## config.mk

```make
export PLATFORM = sky130hd
export DESIGN_NAME = text_stats_token_histogram
export DESIGN_NICKNAME = d
export VERILOG_FILES = /design/src/hw/rtl/tsth_pkg.sv /design/src/hw/rtl/tsth_ram.sv /design/src/hw/rtl/tsth_front.sv /design/src/hw/rtl/tsth_fifo.sv /design/src/hw/rtl/tsth_back.sv /design/src/hw/rtl/text_stats_token_histogram.sv
export SDC_FILE = /design/constraint.sdc
export NUM_CORES = 2
export LEC_CHECK = 0
export BUFFER_PORTS_ARGS = -buffer_cell sky130_fd_sc_hd__buf_2
export CORE_MARGIN = 3
export CORE_UTILIZATION = 65
export CTS_CLUSTER_SIZE = 40
export DETAILED_ROUTE_END_ITERATION = 8
export PLACE_DENSITY = 0.82
export REMOVE_ABC_BUFFERS = 1
export SYNTH_ARGS = -nofsm -noshare
export SYNTH_HDL_FRONTEND = slang
export SYNTH_SLANG_ARGS = --single-unit
```

## constraint.sdc

```tcl
create_clock -name clk -period 21.5 [get_ports clk]
set_clock_uncertainty 0.2 [all_clocks]
set_input_delay 4.3 -clock clk [delete_from_list [all_inputs] [get_ports clk]]
set_output_delay 4.3 -clock clk [all_outputs]
set_load 0.02 [all_outputs]
```

## src/hw/rtl/tsth_pkg.sv

```systemverilog
package tsth_pkg;

  localparam int TABLE_ENTRIES = 64;
  localparam int TAB_STOP      = 8;
  localparam int IDX_W         = $clog2(TABLE_ENTRIES);
  localparam int CNT_W         = $clog2(TABLE_ENTRIES + 1);
  localparam int PHASE_W       = (TAB_STOP > 2) ? $clog2(TAB_STOP) : 1;
  localparam int FIFO_DEPTH    = 4;
  localparam int FIFO_AW       = $clog2(FIFO_DEPTH);

  localparam logic [15:0] COL_MAX = 16'hFFFF;
  localparam logic [PHASE_W-1:0] SAT_PHASE = PHASE_W'((32'hFFFE) % TAB_STOP);
  localparam logic [PHASE_W-1:0] LAST_PHASE = PHASE_W'(TAB_STOP - 1);

  localparam logic [7:0] CH_TAB   = 8'd9;
  localparam logic [7:0] CH_LF    = 8'd10;
  localparam logic [7:0] CH_VT    = 8'd11;
  localparam logic [7:0] CH_FF    = 8'd12;
  localparam logic [7:0] CH_CR    = 8'd13;
  localparam logic [7:0] CH_SPACE = 8'd32;

  typedef struct packed {
    logic        has_char;
    logic [7:0]  char_code;
    logic        token_end;
    logic [15:0] token_id;
  } in_item_t;

  typedef struct packed {
    logic [31:0] line_total;
    logic [15:0] column_now;
    logic [31:0] word_total;
    logic [31:0] byte_total;
    logic [31:0] id_count;
    logic        table_full;
  } out_item_t;

  // text statistics done, id still to be counted
  typedef struct packed {
    logic [31:0] line_total;
    logic [15:0] column_now;
    logic [31:0] word_total;
    logic [31:0] byte_total;
    logic        token_end;
    logic [15:0] token_id;
  } stats_item_t;

  typedef struct packed {
    logic        push;
    stats_item_t item;
  } push_t;

  typedef struct packed {
    logic        ready;
    stats_item_t item;
  } head_t;

  function automatic logic [31:0] sat_inc32(input logic [31:0] v);
    sat_inc32 = (v == 32'hFFFF_FFFF) ? v : v + 32'd1;
  endfunction

  function automatic logic is_white(input logic [7:0] c);
    is_white = (c == CH_SPACE) || (c == CH_TAB) || (c == CH_LF) || (c == CH_VT) ||
               (c == CH_FF) || (c == CH_CR);
  endfunction

endpackage

```

## src/hw/rtl/tsth_ram.sv

```systemverilog
module tsth_ram #(
  parameter int WIDTH = 32,
  parameter int DEPTH = 64
) (
  input  logic                     clk,
  input  logic                     we,
  input  logic [$clog2(DEPTH)-1:0] waddr,
  input  logic [WIDTH-1:0]         wdata,
  input  logic [$clog2(DEPTH)-1:0] raddr,
  output logic [WIDTH-1:0]         rdata
);

  logic [WIDTH-1:0] mem [DEPTH];

  always_ff @(posedge clk) begin
    if (we) begin
      mem[waddr] <= wdata;
    end
    rdata <= mem[raddr];
  end

endmodule

```

## src/hw/rtl/tsth_front.sv

```systemverilog
module tsth_front (
  input  logic              clk,
  input  logic              rst,
  input  logic              in_valid,
  output logic              in_stall,
  input  tsth_pkg::in_item_t in_data,
  input  logic              q_full,
  output tsth_pkg::push_t   q_push
);
  import tsth_pkg::*;

  logic [31:0]        line_reg, line_next;
  logic [15:0]        column_reg, column_next;
  logic [PHASE_W-1:0] phase, phase_next;
  logic [31:0]        word_reg, word_next;
  logic [31:0]        byte_reg, byte_next;
  logic               prev_space, prev_space_next;
  logic               sp;
  logic [16:0]        tab_col;
  logic               take;

  assign in_stall = q_full;
  assign take     = in_valid && !q_full;

  always_comb begin
    line_next       = line_reg;
    column_next     = column_reg;
    phase_next      = phase;
    word_next       = word_reg;
    byte_next       = byte_reg;
    prev_space_next = prev_space;
    sp              = is_white(in_data.char_code);
    tab_col         = (column_reg == 16'd0) ? 17'(TAB_STOP + 1)
                    : 17'(column_reg) + 17'(TAB_STOP) - 17'(phase);
    if (in_data.has_char) begin
      if (in_data.char_code == CH_LF || in_data.char_code == CH_CR) begin
        line_next   = sat_inc32(line_reg);
        column_next = 16'd0;
        phase_next  = '0;
      end else if (in_data.char_code == CH_TAB) begin
        if (tab_col > 17'(COL_MAX)) begin
          column_next = COL_MAX;
          phase_next  = SAT_PHASE;
        end else begin
          column_next = tab_col[15:0];
          phase_next  = '0;
        end
      end else if (column_reg != COL_MAX) begin
        column_next = column_reg + 16'd1;
        if (column_reg == 16'd0 || phase == LAST_PHASE) begin
          phase_next = '0;
        end else begin
          phase_next = phase + PHASE_W'(1);
        end
      end
      if (sp && !prev_space) begin
        word_next = sat_inc32(word_reg);
      end
      byte_next       = sat_inc32(byte_reg);
      prev_space_next = sp;
    end
  end

  always_ff @(posedge clk) begin
    if (rst) begin
      line_reg   <= '0;
      column_reg <= '0;
      phase      <= '0;
      word_reg   <= '0;
      byte_reg   <= '0;
      prev_space <= 1'b0;
    end else if (take) begin
      line_reg   <= line_next;
      column_reg <= column_next;
      phase      <= phase_next;
      word_reg   <= word_next;
      byte_reg   <= byte_next;
      prev_space <= prev_space_next;
    end
  end

  always_comb begin
    q_push.push            = take;
    q_push.item.line_total = line_next;
    q_push.item.column_now = column_next;
    q_push.item.word_total = word_next;
    q_push.item.byte_total = byte_next;
    q_push.item.token_end  = in_data.token_end;
    q_push.item.token_id   = in_data.token_id;
  end

endmodule

```

## src/hw/rtl/tsth_fifo.sv

```systemverilog
module tsth_fifo (
  input  logic            clk,
  input  logic            rst,
  input  tsth_pkg::push_t q_push,
  output logic            q_full,
  output tsth_pkg::head_t q_head,
  input  logic            q_pop
);
  import tsth_pkg::*;

  stats_item_t        slots [FIFO_DEPTH];
  logic [FIFO_AW-1:0] wr_ptr;
  logic [FIFO_AW-1:0] rd_ptr;
  logic [FIFO_AW:0]   fill;
  logic               do_pop;

  assign q_full       = (fill == (FIFO_AW + 1)'(FIFO_DEPTH));
  assign q_head.ready = (fill != '0);
  assign q_head.item  = slots[rd_ptr];
  assign do_pop       = q_pop && q_head.ready;

  always_ff @(posedge clk) begin
    if (q_push.push) begin
      slots[wr_ptr] <= q_push.item;
    end
  end

  always_ff @(posedge clk) begin
    if (rst) begin
      wr_ptr <= '0;
      rd_ptr <= '0;
      fill   <= '0;
    end else begin
      if (q_push.push) begin
        wr_ptr <= wr_ptr + FIFO_AW'(1);
      end
      if (do_pop) begin
        rd_ptr <= rd_ptr + FIFO_AW'(1);
      end
      if (q_push.push && !do_pop) begin
        fill <= fill + (FIFO_AW + 1)'(1);
      end else if (do_pop && !q_push.push) begin
        fill <= fill - (FIFO_AW + 1)'(1);
      end
    end
  end

endmodule

```

## src/hw/rtl/tsth_back.sv

```systemverilog
module tsth_back (
  input  logic               clk,
  input  logic               rst,
  input  tsth_pkg::head_t    q_head,
  output logic               q_pop,
  output logic               out_valid,
  input  logic               out_stall,
  output tsth_pkg::out_item_t out_data
);
  import tsth_pkg::*;

  typedef enum logic [3:0] {
    ST_IDLE = 4'b0001,
    ST_READ = 4'b0010,
    ST_CMP  = 4'b0100,
    ST_DONE = 4'b1000
  } state_t;

  state_t      state, state_next;
  stats_item_t cur, cur_next;
  logic [IDX_W-1:0] idx, idx_next;
  logic [CNT_W-1:0] used, used_next;
  logic [31:0] cnt, cnt_next;
  logic        full, full_next;
  logic        res_valid, res_valid_next;
  out_item_t   res, res_next;

  logic             id_we, hit_we;
  logic [IDX_W-1:0] waddr;
  logic [15:0]      id_wdata, id_rdata;
  logic [31:0]      hit_wdata, hit_rdata, hit_inc;
  logic             table_free, res_free;

  tsth_ram #(.WIDTH(16), .DEPTH(TABLE_ENTRIES)) u_id_ram (
    .clk   (clk),
    .we    (id_we),
    .waddr (waddr),
    .wdata (id_wdata),
    .raddr (idx),
    .rdata (id_rdata)
  );

  tsth_ram #(.WIDTH(32), .DEPTH(TABLE_ENTRIES)) u_hit_ram (
    .clk   (clk),
    .we    (hit_we),
    .waddr (waddr),
    .wdata (hit_wdata),
    .raddr (idx),
    .rdata (hit_rdata)
  );

  assign table_free = (used != CNT_W'(TABLE_ENTRIES));
  assign res_free   = !res_valid || !out_stall;
  assign hit_inc    = sat_inc32(hit_rdata);

  always_comb begin
    state_next     = state;
    cur_next       = cur;
    idx_next       = idx;
    used_next      = used;
    cnt_next       = cnt;
    full_next      = full;
    res_valid_next = res_valid && out_stall;
    res_next       = res;
    q_pop          = 1'b0;
    id_we          = 1'b0;
    hit_we         = 1'b0;
    waddr          = idx;
    id_wdata       = cur.token_id;
    hit_wdata      = 32'd1;

    case (state)
      ST_IDLE: begin
        if (q_head.ready) begin
          q_pop     = 1'b1;
          cur_next  = q_head.item;
          cnt_next  = 32'd0;
          full_next = 1'b0;
          idx_next  = '0;
          if (!q_head.item.token_end) begin
            state_next = ST_DONE;
          end else if (used == '0) begin
            // empty table: first id goes straight in
            id_we      = 1'b1;
            hit_we     = 1'b1;
            waddr      = '0;
            id_wdata   = q_head.item.token_id;
            used_next  = CNT_W'(1);
            cnt_next   = 32'd1;
            state_next = ST_DONE;
          end else begin
            state_next = ST_READ;
          end
        end
      end
      ST_READ: begin
        state_next = ST_CMP;
      end
      ST_CMP: begin
        if (id_rdata == cur.token_id) begin
          hit_we     = 1'b1;
          hit_wdata  = hit_inc;
          cnt_next   = hit_inc;
          state_next = ST_DONE;
        end else if (CNT_W'(idx) == used - CNT_W'(1)) begin
          if (table_free) begin
            id_we     = 1'b1;
            hit_we    = 1'b1;
            waddr     = used[IDX_W-1:0];
            used_next = used + CNT_W'(1);
            cnt_next  = 32'd1;
          end else begin
            full_next = 1'b1;
          end
          state_next = ST_DONE;
        end else begin
          idx_next   = idx + IDX_W'(1);
          state_next = ST_READ;
        end
      end
      ST_DONE: begin
        if (res_free) begin
          res_valid_next      = 1'b1;
          res_next.line_total = cur.line_total;
          res_next.column_now = cur.column_now;
          res_next.word_total = cur.word_total;
          res_next.byte_total = cur.byte_total;
          res_next.id_count   = cnt;
          res_next.table_full = full;
          state_next          = ST_IDLE;
        end
      end
      default: begin
        state_next = ST_IDLE;
      end
    endcase
  end

  always_ff @(posedge clk) begin
    if (rst) begin
      state     <= ST_IDLE;
      used      <= '0;
      res_valid <= 1'b0;
    end else begin
      state     <= state_next;
      used      <= used_next;
      res_valid <= res_valid_next;
    end
  end

  always_ff @(posedge clk) begin
    cur  <= cur_next;
    idx  <= idx_next;
    cnt  <= cnt_next;
    full <= full_next;
    res  <= res_next;
  end

  assign out_valid = res_valid;
  assign out_data  = res;

endmodule

```

## src/hw/rtl/text_stats_token_histogram.sv

```systemverilog
// channel   direction  payload      handshake
// in        to block   in_item_t    in_valid / in_stall
// out       from block out_item_t   out_valid / out_stall
//
// the front takes one character request per cycle while its queue has room
// an item without token_end, or the first id, passes through the queue slot, ST_DONE and the result register
// an id lookup scans the stored entries in order through ST_READ and ST_CMP, up to TABLE_ENTRIES of them
// rst is synchronous; the id table is valid up to its fill count, so no clearing pass
// a stalled output holds its result; the queue keeps taking requests until it is full
module text_stats_token_histogram (
  input  logic                clk,
  input  logic                rst,
  input  logic                in_valid,
  output logic                in_stall,
  input  tsth_pkg::in_item_t  in_data,
  output logic                out_valid,
  input  logic                out_stall,
  output tsth_pkg::out_item_t out_data
);
  import tsth_pkg::*;

  push_t q_push;
  head_t q_head;
  logic  q_full;
  logic  q_pop;

  tsth_front u_front (
    .clk      (clk),
    .rst      (rst),
    .in_valid (in_valid),
    .in_stall (in_stall),
    .in_data  (in_data),
    .q_full   (q_full),
    .q_push   (q_push)
  );

  tsth_fifo u_fifo (
    .clk    (clk),
    .rst    (rst),
    .q_push (q_push),
    .q_full (q_full),
    .q_head (q_head),
    .q_pop  (q_pop)
  );

  tsth_back u_back (
    .clk       (clk),
    .rst       (rst),
    .q_head    (q_head),
    .q_pop     (q_pop),
    .out_valid (out_valid),
    .out_stall (out_stall),
    .out_data  (out_data)
  );

endmodule

```

==> results.cfg <==
[finish]
final_util_pct = 74.0
syn_to_final_growth_pct = 12.7
layout.nets = 7611
drive_gt1_share_pct = 30.0
top_register = u_back.u_hit_ram.mem
stdcell_area_sq_um = 177000
reg_top3 = u_back.u_hit_ram.mem x2048, u_back.u_id_ram.mem x1024, u_fifo.slots x516
fin_cells = 11000
largest_register_ff_count = 2048
fill_cells = 11600

[cts]
clkLatencyLatePin_ns = 1.00
cts_tree = done
cts-root-buf = clkbuf_16
cts_resized = 0
htreeDepth = 5
cts_made_buffers = 399
cts.reportedPaths.clkPinSlew_ns = 0.06
ctsHoldBuffers = 0
clock_path_buffers = 4
clock-sinks = 4085
cts_setup_buffers = 0

[synthesis]
yosysWarnings = 0
yosys_register_bits = 4085
synthTopCellsByCount = edfxtp_1, mux4_2, clkbuf_1
synth_most_common_cell = edfxtp_1
async_reset_ff_share_pct = 0
yosysUniqueCellTypes = 84
synth_top_area_share_pct = 74.6
seq_area_frac_synth_pct = 76.9
syn_inst = 7091
synth_area_leader_cell = edfxtp_1
synth_edf_count = 3900
ys.flop_type = edfxtp_1
synth_area_leaders = edfxtp_1, mux4_2, dfxtp_1
syn_area_per_cell_sq_um = 22.2
netlist_area_sq_um = 157000

[routing]
wl_per_cell_um = 39.4
ant_nets = 0
routed_wl_um = 434000
drt_iter0_drc = 13700
vias = 82500
drc = 0
avgViaCountPerCell = 7.48
dr.pass1.iters = 6

[place]
hpwl_um = 208000
io_buffers = 176
placed_cell_area_sq_um = 163000
place_ws_ns = 13.70
dpl.cell_count = 10300
place.gp.congestion = 0.821

[worst_hold_path]
hp-class = flip-flop to flip-flop
hp-start = u_back.cur[71]
whs_path_depth = 0
min_to = u_back.out_data[87]

[worst_setup_path]
cp_common_cell = buf_4
r2r-end = u_back.u_hit_ram.rdata[28]
rrSetupSlack_ns = 14.16
r2r_start = u_back.idx[0]
r2r_cells = 9
required_ns = 22.13
slowest_stage = buf_4
crit_arrival_ns = 7.98
end_kind = flip-flop
worstPathMaxFanout = 111
startpoint = u_back.idx[0]
slowest_delay_ns = 0.97
crit_chain = buf_4, buf_12, buf_4, buf_4, buf_4, buf_4, mux4_2, mux4_2, mux4_2
start_kind = flip-flop
worstSetupPathType = flip-flop to flip-flop

[pwr]
max-vdd-ir-drop_mv = 0.154
total_power_mw = 22.3
total_leakage_power_nw = 50.3
p_per_area_nw_per_um2 = 126

[sta]
rsz0062_at_grt = no
finalCritPeriodShare_pct = 34.1
tns_ns = 0
hold_slack_ns = 0.196
slew-limit-headroom_pct = -20.7
drv_slew = 5
period_minus_slack_ns = 7.34
setup_viol = 0
fmax_mhz = 136
worst_slew_pin_slew_ns = 1.79
setup_ws_ns = 14.16
finalHoldViolCount = 0

[floorplan]
num_rows = 179
die_x_um = 498
core_sq_um = 239000
fp.dieH_um = 498
io_pins = 177
initial_core_util_pct = 65.7
die_area_sq_um = 248000

[global_routing]
grt_max_degree = 150
antenna_found_initial = 31
grt_pass1_wl_um = 611000
overflow = 0
grtUsageTotal_pct = 34.6
grt_pass1_vias = 83000

[outcome]
status = finished, violations left
violations = max-capacitance violations, max-slew violations

[job]
max_cap_violations = 1
## layout make-up
cell class | count | area (sq um) | share of cell area (%)
antenna | 13 | 32.5 | 0.0184
clock inverter | 212 | 2390 | 1.35
sequential | 4085 | 121000 | 68.3
multi-input combinational | 2587 | 35900 | 20.3
inverter | 52 | 203 | 0.115
timing repair buffer | 403 | 2900 | 1.64
tap | 3167 | 3960 | 2.24
clock buffer | 503 | 10800 | 6.09
## power breakdown
part	total (mW)	internal, mW	switching [mW]	leakage [nW]
sequential	10.1	9.86	0.277	32.9
clock	7.19	4.13	3.06	6.44
combinational	4.98	1.73	3.26	10.9
total	22.3	15.7	6.60	50.3
## worst max path at each step
stage	depth (start not counted)	endpoint	slack [ns]
after global routing	9	u_back.u_hit_ram.rdata[28]	13.47
final	9	u_back.u_hit_ram.rdata[28]	14.16
after detailed placement	9	u_front.line_reg[14]	13.70
after CTS	9	u_back.u_hit_ram.rdata[28]	13.95
after global placement	9	u_front.line_reg[14]	13.90
after floorplan	3	u_back.u_hit_ram.mem[12][0]	-12.51
## kinds of logic after synthesis
family / Yosys count / share of synthesized area [%]
adder cells (fa/ha/maj): 53 / 0.432
buffers and inverters: 419 / 1.05
flip-flops: 4085 / 76.9
AO/OA/AOI/OAI: 229 / 0.976
XOR/XNOR: 250 / 1.39
AND/OR/NAND/NOR: 906 / 2.85
multiplexers: 1149 / 16.4
## worst max-delay path: cells and delay by family (launching register included)
family	cells	cell delay, ns
flops	1	0.32
mux	3	1.68
buf+inv	6	4.71
## cell usage in the layout, fill, tap and decap left out, drive strengths merged, types with 9 or more instances in the layout
cell type / synthesis / routed
edfxtp: 3900 / 3900
mux4: 1137 / 1137
clkbuf: 237 / 503
buf: 130 / 403
nor2: 226 / 226
nor3: 192 / 192
dfxtp: 185 / 185
nand2: 174 / 174
xnor2: 151 / 151
clkinv: 4 / 140
xor2: 99 / 99
nand3: 89 / 89
o21ai: 62 / 62
nand4: 58 / 58
a21oi: 58 / 58
inv: 48 / 58
ha: 51 / 51
bufinv: 0 / 48
or3: 33 / 33
and3: 24 / 24
nor4: 23 / 23
clkinvlp: 0 / 18
and4: 17 / 17
and2: 17 / 17
diode: 0 / 13
o22ai: 12 / 12
nor3b: 11 / 11
a211oi: 10 / 10
nand2b: 9 / 9
mux2i: 9 / 9
## per-layer routing
layer  up-vias  wire, um  track usage [%]
met5         -       244                0
li1      30600         -                -
met1     42300    139000             44.7
met4        30     25900             16.8
met2      7913    217000             56.6
met3      1625     51400             8.14
Power figures use the tool's default switching activity.
